### src/rtl/sfr_pkg.sv
// ----------------------------------------------------------------------------
// Sync frame receiver package
// Shared constants, the result record and the byte-wide CRC-16 update used by
// the frame receiver.
// ----------------------------------------------------------------------------
package sfr_pkg;

   localparam int FRAME_BYTES_DEF = 10;

   localparam logic [15:0] TIMEOUT_RESET = 16'd250;

   localparam logic [7:0]  HDR_FIRST   = 8'hAA;
   localparam logic [7:0]  HDR_SECOND  = 8'h55;
   localparam logic [7:0]  REJECT_CMD  = 8'hFF;
   localparam logic [7:0]  ACK_CMD     = 8'h81;
   localparam logic [7:0]  POLL_CMD    = 8'h02;
   localparam logic [7:0]  POLL_ID_SUB = 8'h01;
   localparam logic [15:0] CRC_INIT    = 16'hFFFF;
   localparam logic [15:0] CRC_POLY    = 16'hA001;

   // Result status codes.
   localparam logic [1:0] ST_GOOD    = 2'd0;
   localparam logic [1:0] ST_CRC_ERR = 2'd1;
   localparam logic [1:0] ST_REJECT  = 2'd2;
   localparam logic [1:0] ST_TIMEOUT = 2'd3;

   // Frame classification codes.
   localparam logic [1:0] KIND_OTHER     = 2'd0;
   localparam logic [1:0] KIND_POLL_ID   = 2'd1;
   localparam logic [1:0] KIND_POLL_DATA = 2'd2;
   localparam logic [1:0] KIND_ACK       = 2'd3;

   // Input item kinds carried on tuser.
   localparam logic CMD_BYTE = 1'b0;
   localparam logic CMD_TICK = 1'b1;

   typedef struct packed {
      logic [7:0] sub_byte;
      logic [7:0] func_byte;
      logic [1:0] frame_kind;
      logic [1:0] status;
   } result_type;

   // Reflected CRC-16 update over one byte, least significant bit first.
   function automatic logic [15:0] crc16_feed(input logic [15:0] crc_val,
                                              input logic [7:0]  data_val);
      logic [15:0] c;
      c = crc_val ^ {8'h00, data_val};
      for (int k = 0; k < 8; k++) begin
         if (c[0]) begin
            c = (c >> 1) ^ CRC_POLY;
         end else begin
            c = c >> 1;
         end
      end
      return c;
   endfunction

endpackage

### src/rtl/sync_frame_receiver_crc16.sv
// ----------------------------------------------------------------------------
// Sync frame receiver with CRC-16 check
// rsp_tvalid rises once the input item that completes, rejects or times out a
// frame has moved through the input register and the deframer into the
// result register. Throughput is limited by the single deframer stage:
// one input item per cycle while the result side keeps up.
// Reset: synchronous and active high; the block returns to header hunting and
// the timeout register returns to 250 ticks.
// ----------------------------------------------------------------------------
module sync_frame_receiver_crc16 #(
   parameter int FRAME_BYTES = sfr_pkg::FRAME_BYTES_DEF
) (
   input  logic        clock,
   input  logic        reset,
   // Input items.
   input  logic        req_tvalid,
   output logic        req_tready,
   input  logic [7:0]  req_tdata,   // [7:0] rx_byte
   input  logic        req_tuser,   // [0] cmd: 0 received byte, 1 timer tick
   // Results.
   output logic        rsp_tvalid,
   input  logic        rsp_tready,
   output logic [23:0] rsp_tdata,   // [1:0] status, [3:2] frame_kind,
                                    // [11:4] func_byte, [19:12] sub_byte,
                                    // [23:20] zero
   // Timeout register write.
   input  logic        csr_valid,
   output logic        csr_ready,
   input  logic [15:0] csr_data
);

   // The input register holds one item; it moves into the deframer whenever the
   // result register is empty or its contents are being taken in the same
   // cycle. A fresh item is accepted as the held one moves on, so the block
   // streams one transfer per cycle while the result side keeps up.

   logic        in_valid_ff, in_valid_in;
   logic        in_cmd_ff;
   logic [7:0]  in_byte_ff;
   logic        rsp_valid_ff, rsp_valid_in;
   sfr_pkg::result_type rsp_data_ff;
   logic [15:0] timeout_ff;

   logic                advance;
   logic                step;
   logic                res_valid;
   sfr_pkg::result_type res;

   assign advance    = !rsp_valid_ff || rsp_tready;
   assign step       = in_valid_ff && advance;
   assign req_tready = !in_valid_ff || advance;
   assign csr_ready  = 1'b1;

   always_comb begin
      if (req_tvalid && req_tready) begin
         in_valid_in = 1'b1;
      end else if (step) begin
         in_valid_in = 1'b0;
      end else begin
         in_valid_in = in_valid_ff;
      end
      rsp_valid_in = advance ? (step && res_valid) : rsp_valid_ff;
   end

   sfr_deframer #(
      .FRAME_BYTES (FRAME_BYTES)
   ) u_deframer (
      .clock         (clock),
      .reset         (reset),
      .step          (step),
      .cmd           (in_cmd_ff),
      .rx_byte       (in_byte_ff),
      .timeout_ticks (timeout_ff),
      .res_valid     (res_valid),
      .res           (res)
   );

   // Control state.
   always_ff @(posedge clock) begin
      if (reset) begin
         in_valid_ff  <= 1'b0;
         rsp_valid_ff <= 1'b0;
         timeout_ff   <= sfr_pkg::TIMEOUT_RESET;
      end else begin
         in_valid_ff  <= in_valid_in;
         rsp_valid_ff <= rsp_valid_in;
         if (csr_valid && csr_ready) begin
            timeout_ff <= csr_data;
         end
      end
   end

   // Payload registers carry no reset.
   always_ff @(posedge clock) begin
      if (req_tvalid && req_tready) begin
         in_cmd_ff  <= req_tuser;
         in_byte_ff <= req_tdata;
      end
      if (step && res_valid && advance) begin
         rsp_data_ff <= res;
      end
   end

   assign rsp_tvalid = rsp_valid_ff;
   assign rsp_tdata  = {4'h0, rsp_data_ff};

endmodule

### src/rtl/sfr_deframer.sv
// ----------------------------------------------------------------------------
// Sync frame receiver deframer
// Header hunt, frame collection, CRC check, classification and timeout, one
// input item per enabled cycle.
// ----------------------------------------------------------------------------
module sfr_deframer #(
   parameter int FRAME_BYTES = sfr_pkg::FRAME_BYTES_DEF
) (
   input  logic                 clock,
   input  logic                 reset,
   input  logic                 step,
   input  logic                 cmd,
   input  logic [7:0]           rx_byte,
   input  logic [15:0]          timeout_ticks,
   output logic                 res_valid,
   output sfr_pkg::result_type  res
);

   localparam logic [1:0] PH_SEARCH  = 2'd0;
   localparam logic [1:0] PH_GOT_AA  = 2'd1;
   localparam logic [1:0] PH_COLLECT = 2'd2;

   localparam logic [4:0] CRC_LAST_IDX = 5'(FRAME_BYTES - 3);
   localparam logic [4:0] CRC_LOW_IDX  = 5'(FRAME_BYTES - 2);
   localparam logic [4:0] LAST_IDX     = 5'(FRAME_BYTES - 1);
   localparam logic [3:0] FIRST_IDX    = 4'd2;
   localparam logic [3:0] FUNC_IDX     = 4'd3;
   localparam logic [3:0] SUB_IDX      = 4'd4;
   localparam logic [3:0] REJECT_IDX   = 4'd6;

   logic [1:0]  phase_ff,  phase_in;
   logic [3:0]  idx_ff,    idx_in;
   logic [15:0] crc_ff,    crc_in;
   logic [7:0]  func_ff,   func_in;
   logic [7:0]  sub_ff,    sub_in;
   logic [7:0]  crc_lo_ff, crc_lo_in;
   logic [15:0] idle_ff,   idle_in;

   logic [15:0] crc_upd;
   logic [15:0] crc_cur;
   logic [15:0] idle_inc;
   logic [15:0] limit;
   logic [7:0]  func_new;
   logic [7:0]  sub_new;
   logic [7:0]  lo_new;
   logic        feed;
   logic        complete;
   logic        crc_ok;
   logic [1:0]  kind;

   always_comb begin
      crc_upd  = sfr_pkg::crc16_feed(crc_ff, rx_byte);
      feed     = (idx_ff >= FIRST_IDX) && ({1'b0, idx_ff} <= CRC_LAST_IDX);
      crc_cur  = feed ? crc_upd : crc_ff;
      func_new = (idx_ff == FUNC_IDX) ? rx_byte : func_ff;
      sub_new  = (idx_ff == SUB_IDX) ? rx_byte : sub_ff;
      lo_new   = ({1'b0, idx_ff} == CRC_LOW_IDX) ? rx_byte : crc_lo_ff;
      complete = {1'b0, idx_ff} >= LAST_IDX;
      crc_ok   = (lo_new == crc_cur[7:0]) && (rx_byte == crc_cur[15:8]);
      idle_inc = (idle_ff == 16'hFFFF) ? idle_ff : idle_ff + 16'd1;
      limit    = (timeout_ticks == 16'd0) ? 16'd1 : timeout_ticks;

      if (func_new == sfr_pkg::ACK_CMD) begin
         kind = sfr_pkg::KIND_ACK;
      end else if (func_new == sfr_pkg::POLL_CMD) begin
         kind = (sub_new == sfr_pkg::POLL_ID_SUB) ? sfr_pkg::KIND_POLL_ID
                                                   : sfr_pkg::KIND_POLL_DATA;
      end else begin
         kind = sfr_pkg::KIND_OTHER;
      end

      phase_in       = phase_ff;
      idx_in         = idx_ff;
      crc_in         = crc_ff;
      func_in        = func_ff;
      sub_in         = sub_ff;
      crc_lo_in      = crc_lo_ff;
      idle_in        = idle_ff;
      res_valid      = 1'b0;
      res.status     = sfr_pkg::ST_GOOD;
      res.frame_kind = sfr_pkg::KIND_OTHER;
      res.func_byte  = func_ff;
      res.sub_byte   = sub_ff;

      if (step) begin
         if (cmd == sfr_pkg::CMD_TICK) begin
            // Ticks only count while a frame is being collected.
            if (phase_ff == PH_COLLECT) begin
               idle_in = idle_inc;
               if (idle_inc >= limit) begin
                  res_valid  = 1'b1;
                  res.status = sfr_pkg::ST_TIMEOUT;
                  phase_in   = PH_SEARCH;
                  idx_in     = 4'd0;
                  idle_in    = 16'd0;
               end
            end
         end else begin
            unique case (phase_ff)
               PH_GOT_AA: begin
                  if (rx_byte == sfr_pkg::HDR_SECOND) begin
                     phase_in  = PH_COLLECT;
                     idx_in    = FIRST_IDX;
                     crc_in    = sfr_pkg::CRC_INIT;
                     func_in   = 8'h00;
                     sub_in    = 8'h00;
                     crc_lo_in = 8'h00;
                     idle_in   = 16'd0;
                  end else if (rx_byte != sfr_pkg::HDR_FIRST) begin
                     phase_in = PH_SEARCH;
                  end
               end
               PH_COLLECT: begin
                  crc_in        = crc_cur;
                  func_in       = func_new;
                  sub_in        = sub_new;
                  crc_lo_in     = lo_new;
                  idx_in        = idx_ff + 4'd1;
                  res.func_byte = func_new;
                  res.sub_byte  = sub_new;
                  if ((idx_ff == REJECT_IDX) && (func_new == sfr_pkg::REJECT_CMD)) begin
                     res_valid  = 1'b1;
                     res.status = sfr_pkg::ST_REJECT;
                  end else if (complete) begin
                     res_valid = 1'b1;
                     if (!crc_ok) begin
                        res.status = sfr_pkg::ST_CRC_ERR;
                     end else begin
                        res.status     = sfr_pkg::ST_GOOD;
                        res.frame_kind = kind;
                     end
                  end
                  if (res_valid) begin
                     phase_in = PH_SEARCH;
                     idx_in   = 4'd0;
                     idle_in  = 16'd0;
                  end
               end
               default: begin
                  // Searching; the unused phase code behaves the same way.
                  phase_in = (rx_byte == sfr_pkg::HDR_FIRST) ? PH_GOT_AA : PH_SEARCH;
                  idle_in  = 16'd0;
               end
            endcase
         end
      end
   end

   always_ff @(posedge clock) begin
      if (reset) begin
         phase_ff  <= PH_SEARCH;
         idx_ff    <= 4'd0;
         crc_ff    <= sfr_pkg::CRC_INIT;
         func_ff   <= 8'h00;
         sub_ff    <= 8'h00;
         crc_lo_ff <= 8'h00;
         idle_ff   <= 16'd0;
      end else begin
         phase_ff  <= phase_in;
         idx_ff    <= idx_in;
         crc_ff    <= crc_in;
         func_ff   <= func_in;
         sub_ff    <= sub_in;
         crc_lo_ff <= crc_lo_in;
         idle_ff   <= idle_in;
      end
   end

endmodule
### config.mk
export PLATFORM = sky130hd
export DESIGN_NAME = sync_frame_receiver_crc16
export DESIGN_NICKNAME = d
export VERILOG_FILES = /design/src/rtl/sfr_pkg.sv /design/src/rtl/sync_frame_receiver_crc16.sv /design/src/rtl/sfr_deframer.sv
export SDC_FILE = /design/constraint.sdc
export NUM_CORES = 1
export LEC_CHECK = 0
export ABC_AREA = 1
export BUFFER_PORTS_ARGS = -buffer_cell sky130_fd_sc_hd__buf_2
export CAP_MARGIN = 25
export CORE_ASPECT_RATIO = 0.7
export CORE_MARGIN = 5
export CORE_UTILIZATION = 45
export DETAILED_ROUTE_END_ITERATION = 8
export SLEW_MARGIN = 20
export SYNTH_ARGS = -nofsm -noshare
export SYNTH_HDL_FRONTEND = slang
export SYNTH_SLANG_ARGS = --single-unit
### constraint.sdc
create_clock -name clock -period 10 [get_ports clock]
set_input_delay 2 -clock clock [delete_from_list [all_inputs] [get_ports clock]]
set_output_delay 2 -clock clock [all_outputs]
set_load 0.01 [all_outputs]
==> results of run 1 <==
==> metal layers <==
layer / GRT usage / part of all wire
met2: 0.259 / 0.37
met4: 0.0382 / 0.0077
met3: 0.0367 / 0.064
met5: 0 / 0
met1: 0.352 / 0.56
==> report_power, final <==
part	internal, mW	switching (mW)	leakage, nW
Clock	0.177	0.185	0.144
Sequential	0.462	0.0116	0.900
Combinational	0.0288	0.0631	2.29
==> critical path: stages <==
cell and delay (ps):
buf_2 90, inv_1 60, nand3_1 110, buf_2 170
==> state kept, by name, summed over array words and instances, names as in the netlist <==
signal                flops
rsp_tdata                20
timeout_ff               16
u_deframer.crc_ff        16
u_deframer.idle_ff       16
in_byte_ff                8
u_deframer.crc_lo_ff      8
u_deframer.func_ff        8
u_deframer.sub_ff         8
u_deframer.idx_ff         4
u_deframer.phase_ff       2
in_cmd_ff                 1
in_valid_ff               1
rsp_tvalid                1
==> cells in the mapped netlist, drive strengths merged <==
master,number,area share
edfxtp,29,0.13
xor2,9,0.012
a41o,1,0.0015
conb,2,0.0011
nor3,12,0.011
clkbuf,17,0.0098
o22ai,9,0.0086
ha,23,0.044
nor4,12,0.016
dfxtp,80,0.25
nand4,15,0.015
buf,20,0.024
inv,128,0.074
a31oi,2,0.0019
xnor2,1,0.0013
o21a,3,0.0034
o32a,1,0.0015
nand2,338,0.20
nand3,52,0.043
nor3b,2,0.0023
nor2,63,0.038
a21oi,77,0.061
o2111ai,1,0.0013
nand3b,1,0.0011
o21ai,64,0.052
or2,1,0.00096
o211ai,1,0.0011
==> area by class of cell <==
cell class,count,area [um^2]
timing repair buffer,54,278
clock inverter,6,65.1
multi-input combinational,693,3380
clock buffer,10,229
inverter,128,480
sequential,109,2470
tap,190,238
fill,1412,6950
==> how the worst max path moves through the flow <==
stage                     startpoint            end  slack [ps]  depth (start not counted)
2_1_floorplan             rsp_tready     req_tready        5820                          2
3_3_place_gp              rsp_tready     req_tready        5600                          4
3_5_place_dp              rsp_tready     req_tready        5580                          4
4_1_cts                   rsp_tready     req_tready        5570                          4
5_1_grt        u_deframer.idle_ff[4]  rsp_tdata[12]        5470                         17
6_report                  rsp_tready     req_tready        5560                          4
==> logic make-up (layout without fill, tap and decap cells) <==
kind of cell    count (synthesis)  in the layout
xor+xnor                       10             10
other cells                     2              5
buf+inv                       165            198
compound gates                159            159
fa+ha+maj                      23             23
flops                         109            109
simple gates                  496            496
==> metrics by stage <==
| stage | cells | utilization |
|---|---|---|
| after global routing | 1190 | 0.507 |
| after global placement | 1174 | 0.486 |
| after detailed placement | 1174 | 0.486 |
| after floorplan | 967 | - |
| final | 1190 | 0.507 |
| after CTS | 1190 | 0.507 |
==> summary.txt, run 1 <==
STA
  – Least-Margin Pin Slew: 917 ps
  – Unrepaired setup endpoints after global routing: no
  – Final max-slew violation count: 0
  – Final-report hold violation count: 0
  – Setup TNS: 0 ps
  – Final min period: 4440 ps
  – Highest clock rate: 225 MHz
  – Worst hold slack across all endpoints: 466 ps
  – Worst-case headroom to the max-slew limit: 0.383
  – Setup WS post-layout: 5560 ps
  – Final worst path period share: 0.444
  – Largest clock skew in the final design: 11.8 ps
  – Final number of setup-violating endpoints: 0

Logic synthesis
  – Compound-gate portion of the synthesized area: 0.133
  – Synth warn: 0
  – Flops & latches, synth: 109
  – Post-synthesis xor/xnor area fraction: 0.0134
  – Fraction of the mapped netlist area in simple logic gates: 0.324
  – Part of the Yosys area used for sequential elements: 0.378
  – Library cells used by synthesis: 44
  – Synthesized area per cell: 6.78 um^2
  – Gate Count Post-Synth: 964
  – Fraction of the mapped netlist area in adder cells: 0.0440
  – Main combinational cell family by area after synthesis: simple AND/OR/NAND/NOR gates
  – Share of cell area taken by muxes after synthesis: 0
  – Post-synth design cell area: 6540 um^2

Global routing
  – Total global routing overflow: 0
  – Number of antenna violations at the first check in global routing: 0
  – Global Route Usage Sum: 0.206
  – Number of global-route vias before repair: 5366
  – Pin count of the biggest net entering global routing: 39
  – Global-route wire length before repair: 28500 um

Final layout
  – Most common library cell in the layout ignoring fill and taps: nand2_1
  – Net count reported at finish: 1048
  – Count of inserted antenna diode cells: 0
  – Commonest cells after routing, fill and taps aside: 335 x nand2_1, 119 x inv_1, 80 x dfxtp_1
  – Area overhead of the layout relative to synthesis: 9.30%
  – Share of post-route cells with drive strength above 1: 0.101
  – Area of all placed cells without fillers: 7140 um^2

Power
  – Post-layout power: 0.928 mW
  – Power per cell area: 130 nW/um^2
  – Maximum VDD drop: 84.5 uV
  – Standby leakage power: 3.33 nW

Clock network
  – Worst skew pair latency: 360 ps
  – H-tree levels: 3
  – Clock-pin slew on the worst setup and hold paths: 70 ps
  – Number of hold-repair buffers added at the cts stage: 0
  – Number of setup buffers added after CTS: 0
  – Num CTS Buffers: 9
  – Clk sinks: 109
  – TritonCTS clock tree: done
  – Max Root-Sink Buffers: 2
  – Root Buffer: clkbuf_16
  – CTS-repair resized insts: 0

Routing
  – First-iteration detailed-routing DRC count: 607
  – DR WL/cell: 14.6 um
  – Drt total wl: 17400 um
  – Per-cell via count in the routed design: 5.08
  – Via count: 6047
  – First-pass DRT Iterations: 5
  – Antenna Nets Post-Route: 0
  – DRC violations left: 0

Die
  – Starting Density: 0.464
  – DIE HEIGHT: 111 um
  – Site row count: 36
  – Top-level port count: 57
  – Floorplan core area: 14100 um^2
  – Total die area: 17100 um^2
  – Width of the chip: 154 um

Place
  – Setup WS pre-CTS: 5580 ps
  – Final HPWL from detailed placement: 12600 um
  – Area post-placement: 6850 um^2
  – Number of I/O port buffers: 51
  – Global placer's final weighted congestion: 0.883

Setup path
  – Endpoint required time on the critical path: 8000 ps
  – Crit. End Element: primary output
  – Endpoint of the worst register-to-register path: rsp_tdata[18]
  – Crit Path Max Fanout: 3
  – Startpoint kind of the worst setup timing path: input pin
  – Start of the worst register-to-register path: u_deframer.idle_ff[4]
  – R2R Setup Slk: 5860 ps
  – Crit path DAT: 2440 ps
  – Worst Setup Path Type: in2out
  – R2R cell count: 17

Flow run
  – Max-cap violations: 0

Min path
  – Hold Path Class: reg2reg
  – Number of cells traversed by the worst hold path: 2
  – Hold Crit Endpoint: u_deframer.crc_lo_ff[4]
  – Start point of the worst min-delay path: u_deframer.crc_lo_ff[4]

Outcome
  – Result of the run: completed
(Power assumes the default switching activity.)
==> inputs of run 2 (changes only) <==
Clock period 10 ns to 4.35 ns, I/O delays scaled along.
==> run 2 against run 1 <==
Worst setup slack worse by 5000 ps. Cell count is 0.42% higher. Sequential power is 130% higher. Critical endpoint is now rsp_tdata[17].
==> summary.txt, run 2 (synthesis gave the netlist of run 1 again) <==
Final layout
  – Area overhead of the layout relative to synthesis: 10.0%
  – Flip-flop count of the largest register after layout: 20
  – Net count reported at finish: 1053
  – Count of inserted antenna diode cells: 0
  – Commonest cells after routing, fill and taps aside: 335 x nand2_1, 118 x inv_1, 80 x dfxtp_1
  – Most common library cell in the layout ignoring fill and taps: nand2_1
  – Share of post-route cells with drive strength above 1: 0.106
  – Number of fill cells: 1406

Flow run
  – Max-cap violations: 0

STA
  – Final-report hold violation count: 0
  – Highest clock rate: 264 MHz
  – Setup WS post-layout: 561 ps
  – Setup TNS: 0 ps
  – Worst-case headroom to the max-slew limit: 0.495
  – Final max-slew violation count: 0
  – Final min period: 3790 ps
  – Largest clock skew in the final design: 15.1 ps
  – Unrepaired setup endpoints after global routing: no
  – Final worst path period share: 0.871
  – Least-Margin Pin Slew: 751 ps
  – Worst hold slack across all endpoints: 466 ps
  – Final number of setup-violating endpoints: 0

Setup path
  – Max stage delay cell, worst path: dfxtp_1
  – Crit-path cells: ha_1 -> nand2_1 -> nor2_1 -> nand4_1 -> nor2_1 -> nor4_1 -> nand2_1 -> xor2_1 -> inv_1 -> ha_1 -> nand2_1 -> nor3_1 -> nand2_1 -> nand4_1 -> nand4_1 -> inv_1 -> buf_4
  – Crit path DAT: 3830 ps
  – Cell family contributing the most delay on the critical path: simple AND/OR/NAND/NOR gates
  – Buffers plus inverters on the worst setup path: 3
  – Startpoint kind of the worst setup timing path: flip-flop
  – R2R Setup Slk: 560 ps
  – Endpoint of the worst register-to-register path: rsp_tdata[17]
  – Endpoint required time on the critical path: 4400 ps
  – Worst Setup Path Type: reg2reg
  – CP startpoint: u_deframer.idle_ff[0]
  – Endpoint of the worst setup timing path: rsp_tdata[17]
  – Stages on the worst setup path: 17
  – Max incr delay on CP: 400 ps
  – Crit. End Element: flip-flop
  – Most frequent CP cell: nand2_1
  – Crit Path Max Fanout: 20
  – Start of the worst register-to-register path: u_deframer.idle_ff[0]
  – R2R cell count: 17

Routing
  – First-iteration detailed-routing DRC count: 540
  – Antenna Nets Post-Route: 0
  – Drt total wl: 17700 um
  – DRC violations left: 0
  – Via count: 6135
  – DR WL/cell: 14.9 um
  – First-pass DRT Iterations: 5
  – Per-cell via count in the routed design: 5.13

Global routing
  – Global Route Usage Sum: 0.206
  – Number of global-route vias before repair: 5296
  – Global-route wire length before repair: 28300 um
  – Pin count of the biggest net entering global routing: 38
  – Number of antenna violations at the first check in global routing: 0
  – Total global routing overflow: 0

Clock network
  – TritonCTS clock tree: done
  – H-tree levels: 3
  – Number of setup buffers added after CTS: 0
  – Max Root-Sink Buffers: 2
  – CTS-repair resized insts: 0
  – Root Buffer: clkbuf_16
  – Clock-pin slew on the worst setup and hold paths: 80 ps
  – Worst skew pair latency: 370 ps
  – Num CTS Buffers: 9
  – Number of hold-repair buffers added at the cts stage: 0
  – Clk sinks: 109

Place
  – Number of I/O port buffers: 51
  – Final HPWL from detailed placement: 12900 um
  – Global placer's final weighted congestion: 0.902
  – Setup WS pre-CTS: 590 ps

Die
  – Top-level port count: 57
  – DIE HEIGHT: 111 um
  – Floorplan core area: 14100 um^2
  – Site row count: 36
  – Width of the chip: 154 um
  – Total die area: 17100 um^2
  – Starting Density: 0.464

Power
  – Power per cell area: 299 nW/um^2
  – Maximum VDD drop: 168 uV
  – Post-layout power: 2.15 mW
  – Standby leakage power: 3.35 nW

Outcome
  – Result of the run: completed

Min path
  – Hold Path Class: reg2reg
  – Start point of the worst min-delay path: u_deframer.sub_ff[3]
[run 2: cell count changes in the layout (fill, tap and decap cells not counted), sizes merged]
cell,before,now
clkbuf,10,9
buf,54,59
clkinvlp,0,1
[run 2: per-layer routing]
layer	part of all wire	GRT usage	up-vias
met2	0.36	0.255	228
met1	0.55	0.351	2719
met3	0.073	0.0417	16
met4	0.0099	0.0441	0
met5	0	0	-
li1	-	-	3172
[run 2: power by group]
| part | switching [mW] | leakage (nW) | internal (mW) |
|---|---|---|---|
| clock network | 0.431 | 0.147 | 0.410 |
| logic | 0.150 | 2.31 | 0.0685 |
| registers | 0.0255 | 0.900 | 1.06 |
[run 2: per-stage QoR]
step,util,cell area [um^2],std cells
2_1_floorplan,-,6550,967
3_3_place_gp,0.489,6890,1179
3_5_place_dp,0.489,6890,1179
4_1_cts,0.510,7190,1195
5_1_grt,0.510,7190,1195
6_report,0.510,7190,1195
[run 2: area by class of cell]
class / count / area, um^2 / area share
Clock buffer: 9 / 225 / 0.0313
Clock inverter: 7 / 76.3 / 0.0106
Inverter: 128 / 484 / 0.0673
Multi-Input combinational cell: 693 / 3380 / 0.470
Sequential cell: 109 / 2470 / 0.344
Tap cell: 190 / 238 / 0.0330
Timing Repair Buffer: 59 / 315 / 0.0438
[run 2: worst min path at each step]
stage,endpoint,depth (start not counted)
5_1_grt,u_deframer.sub_ff[0],2
6_report,u_deframer.sub_ff[3],2
4_1_cts,u_deframer.crc_lo_ff[4],2
3_5_place_dp,u_deframer.crc_lo_ff[4],2
2_1_floorplan,u_deframer.crc_lo_ff[0],2
3_3_place_gp,u_deframer.sub_ff[1],2
[run 2: worst min-delay path, delay by kind of cell (launching register included)]
family / cells / cell delay (ps)
flip-flops: 1 / 310
AND/OR/NAND/NOR: 1 / 60
AO/OA/AOI/OAI: 1 / 50
==> inputs of run 3 (changes only) <==
Settings changed: CORE_UTILIZATION 45 to 49, PLACE_DENSITY from default to 0.68.
==> run 3 against run 2 <==
Combinational power is 3% lower. First-iteration DRC count increased by 7.4%. Die area decreased by 7.5%. Clock skew fell by 5.1 ps. Critical path type unchanged. Critical endpoint is now u_deframer.idle_ff[14].
==> summary.txt, run 3 (synthesis gave the netlist of run 1 again) <==
Place
  – Global placer's final weighted congestion: 0.917
  – Final HPWL from detailed placement: 12100 um
  – Number of I/O port buffers: 51

Final layout
  – Flip-flop count of the largest register after layout: 20
  – Area overhead of the layout relative to synthesis: 9.40%
  – Commonest cells after routing, fill and taps aside: 335 x nand2_1, 119 x inv_1, 80 x dfxtp_1
  – Net count reported at finish: 1051
  – Count of inserted antenna diode cells: 0
  – Share of post-route cells with drive strength above 1: 0.105
  – Most common library cell in the layout ignoring fill and taps: nand2_1

STA
  – Worst-case headroom to the max-slew limit: 0.516
  – Unrepaired setup endpoints after global routing: no
  – Final min period: 3820 ps
  – Least-Margin Pin Slew: 720 ps
  – Final worst path period share: 0.879
  – Final max-slew violation count: 0
  – Worst hold slack across all endpoints: 470 ps
  – Setup TNS: 0 ps
  – Final-report hold violation count: 0
  – Final number of setup-violating endpoints: 0
  – Highest clock rate: 262 MHz
  – Largest clock skew in the final design: 10.0 ps

Clock network
  – Num CTS Buffers: 9
  – Clock-pin slew on the worst setup and hold paths: 80 ps
  – Clk sinks: 109
  – Worst skew pair latency: 360 ps
  – CTS-repair resized insts: 0
  – Number of setup buffers added after CTS: 0
  – Number of hold-repair buffers added at the cts stage: 0
  – H-tree levels: 3
  – TritonCTS clock tree: done
  – Root Buffer: clkbuf_16
  – Max Root-Sink Buffers: 2

Setup path
  – CP startpoint: u_deframer.idle_ff[0]
  – Crit Path Max Fanout: 16
  – Endpoint required time on the critical path: 4650 ps
  – Crit path DAT: 4120 ps
  – Crit. End Element: flip-flop
  – Worst Setup Path Type: reg2reg
  – Startpoint kind of the worst setup timing path: flip-flop
  – Start of the worst register-to-register path: u_deframer.idle_ff[0]
  – R2R Setup Slk: 530 ps

Die
  – Floorplan core area: 13100 um^2
  – Width of the chip: 148 um
  – Starting Density: 0.499
  – Total die area: 15800 um^2
  – Top-level port count: 57
  – DIE HEIGHT: 107 um
  – Site row count: 35

Min path
  – Start point of the worst min-delay path: u_deframer.sub_ff[1]
  – Hold Path Class: reg2reg

Routing
  – First-pass DRT Iterations: 5
  – Per-cell via count in the routed design: 5.30
  – DR WL/cell: 14.4 um
  – Drt total wl: 16800 um
  – First-iteration detailed-routing DRC count: 580
  – Via count: 6190
  – DRC violations left: 0
  – Antenna Nets Post-Route: 0

Global routing
  – Global Route Usage Sum: 0.215
  – Total global routing overflow: 0
  – Number of global-route vias before repair: 5378
  – Pin count of the biggest net entering global routing: 42
  – Number of antenna violations at the first check in global routing: 0
  – Global-route wire length before repair: 27400 um

Outcome
  – Result of the run: completed

Power
  – Maximum VDD drop: 189 uV
  – Standby leakage power: 3.36 nW
  – Power per cell area: 303 nW/um^2

Flow run
  – Max-cap violations: 0
run 3: metal layers:
metal / wire (um) / track usage / up-vias / part of all wire
met1: 8920 / 0.356 / 2750 / 0.53
li1: - / - / 3162 / -
met2: 6190 / 0.283 / 261 / 0.37
met5: 0 / 0 / - / 0
met4: 186 / 0.0422 / 0 / 0.011
met3: 1530 / 0.0384 / 17 / 0.091
run 3: through the flow:
stage | std cells | cell area [um^2] | setup slack, ps | power, mW | util
final | 1169 | 7150 | 527 | 2.16 | 0.546
after global routing | 1169 | 7150 | 58.6 | 2.25 | 0.546
after CTS | 1169 | 7150 | 597 | 2.17 | 0.546
after detailed placement | 1153 | 6840 | 634 | 1.32 | 0.523
after global placement | 1153 | 6840 | 749 | 1.32 | 0.523
after floorplan | 967 | 6550 | 1080 | 1.26 | -
run 3: worst paths after layout:
| path | endpoint | cells past startpoint |
|---|---|---|
| setup / recovery | u_deframer.idle_ff[14] | 19 |
| hold / removal | u_deframer.sub_ff[1] | 2 |
| setup reg to reg | u_deframer.idle_ff[14] | 19 |
| hold reg to reg | u_deframer.sub_ff[1] | 2 |
run 3: where the power goes:
part	switching (mW)	internal [mW]	total, mW
Clock	0.444	0.418	0.861
Sequential	0.0278	1.06	1.09
Combinational	0.145	0.0672	0.212
run 3: worst max-delay path, stage by stage (launching register included):
cell and delay (ps):
dfxtp_1 410, ha_1 200, nand2_1 70, nor2_1 180, nand4_1 210, nor2_1 350, nor3_1 130, nand2_1 100
xor2_1 200, inv_1 60, ha_1 300, a21oi_1 150, o21ai_0 110, a21oi_1 190, nand4_1 240, inv_1 480
nand2_1 130, nor2_2 120, a21oi_1 50, nor2_1 90
run 3: cell type report:
type	count	area (um^2)
fill	1260	5940
multi-input combinational	693	3380
sequential	109	2470
inverter	128	480
timing repair buffer	57	300
clock buffer	9	225
tap	166	208
clock inverter	7	82.6
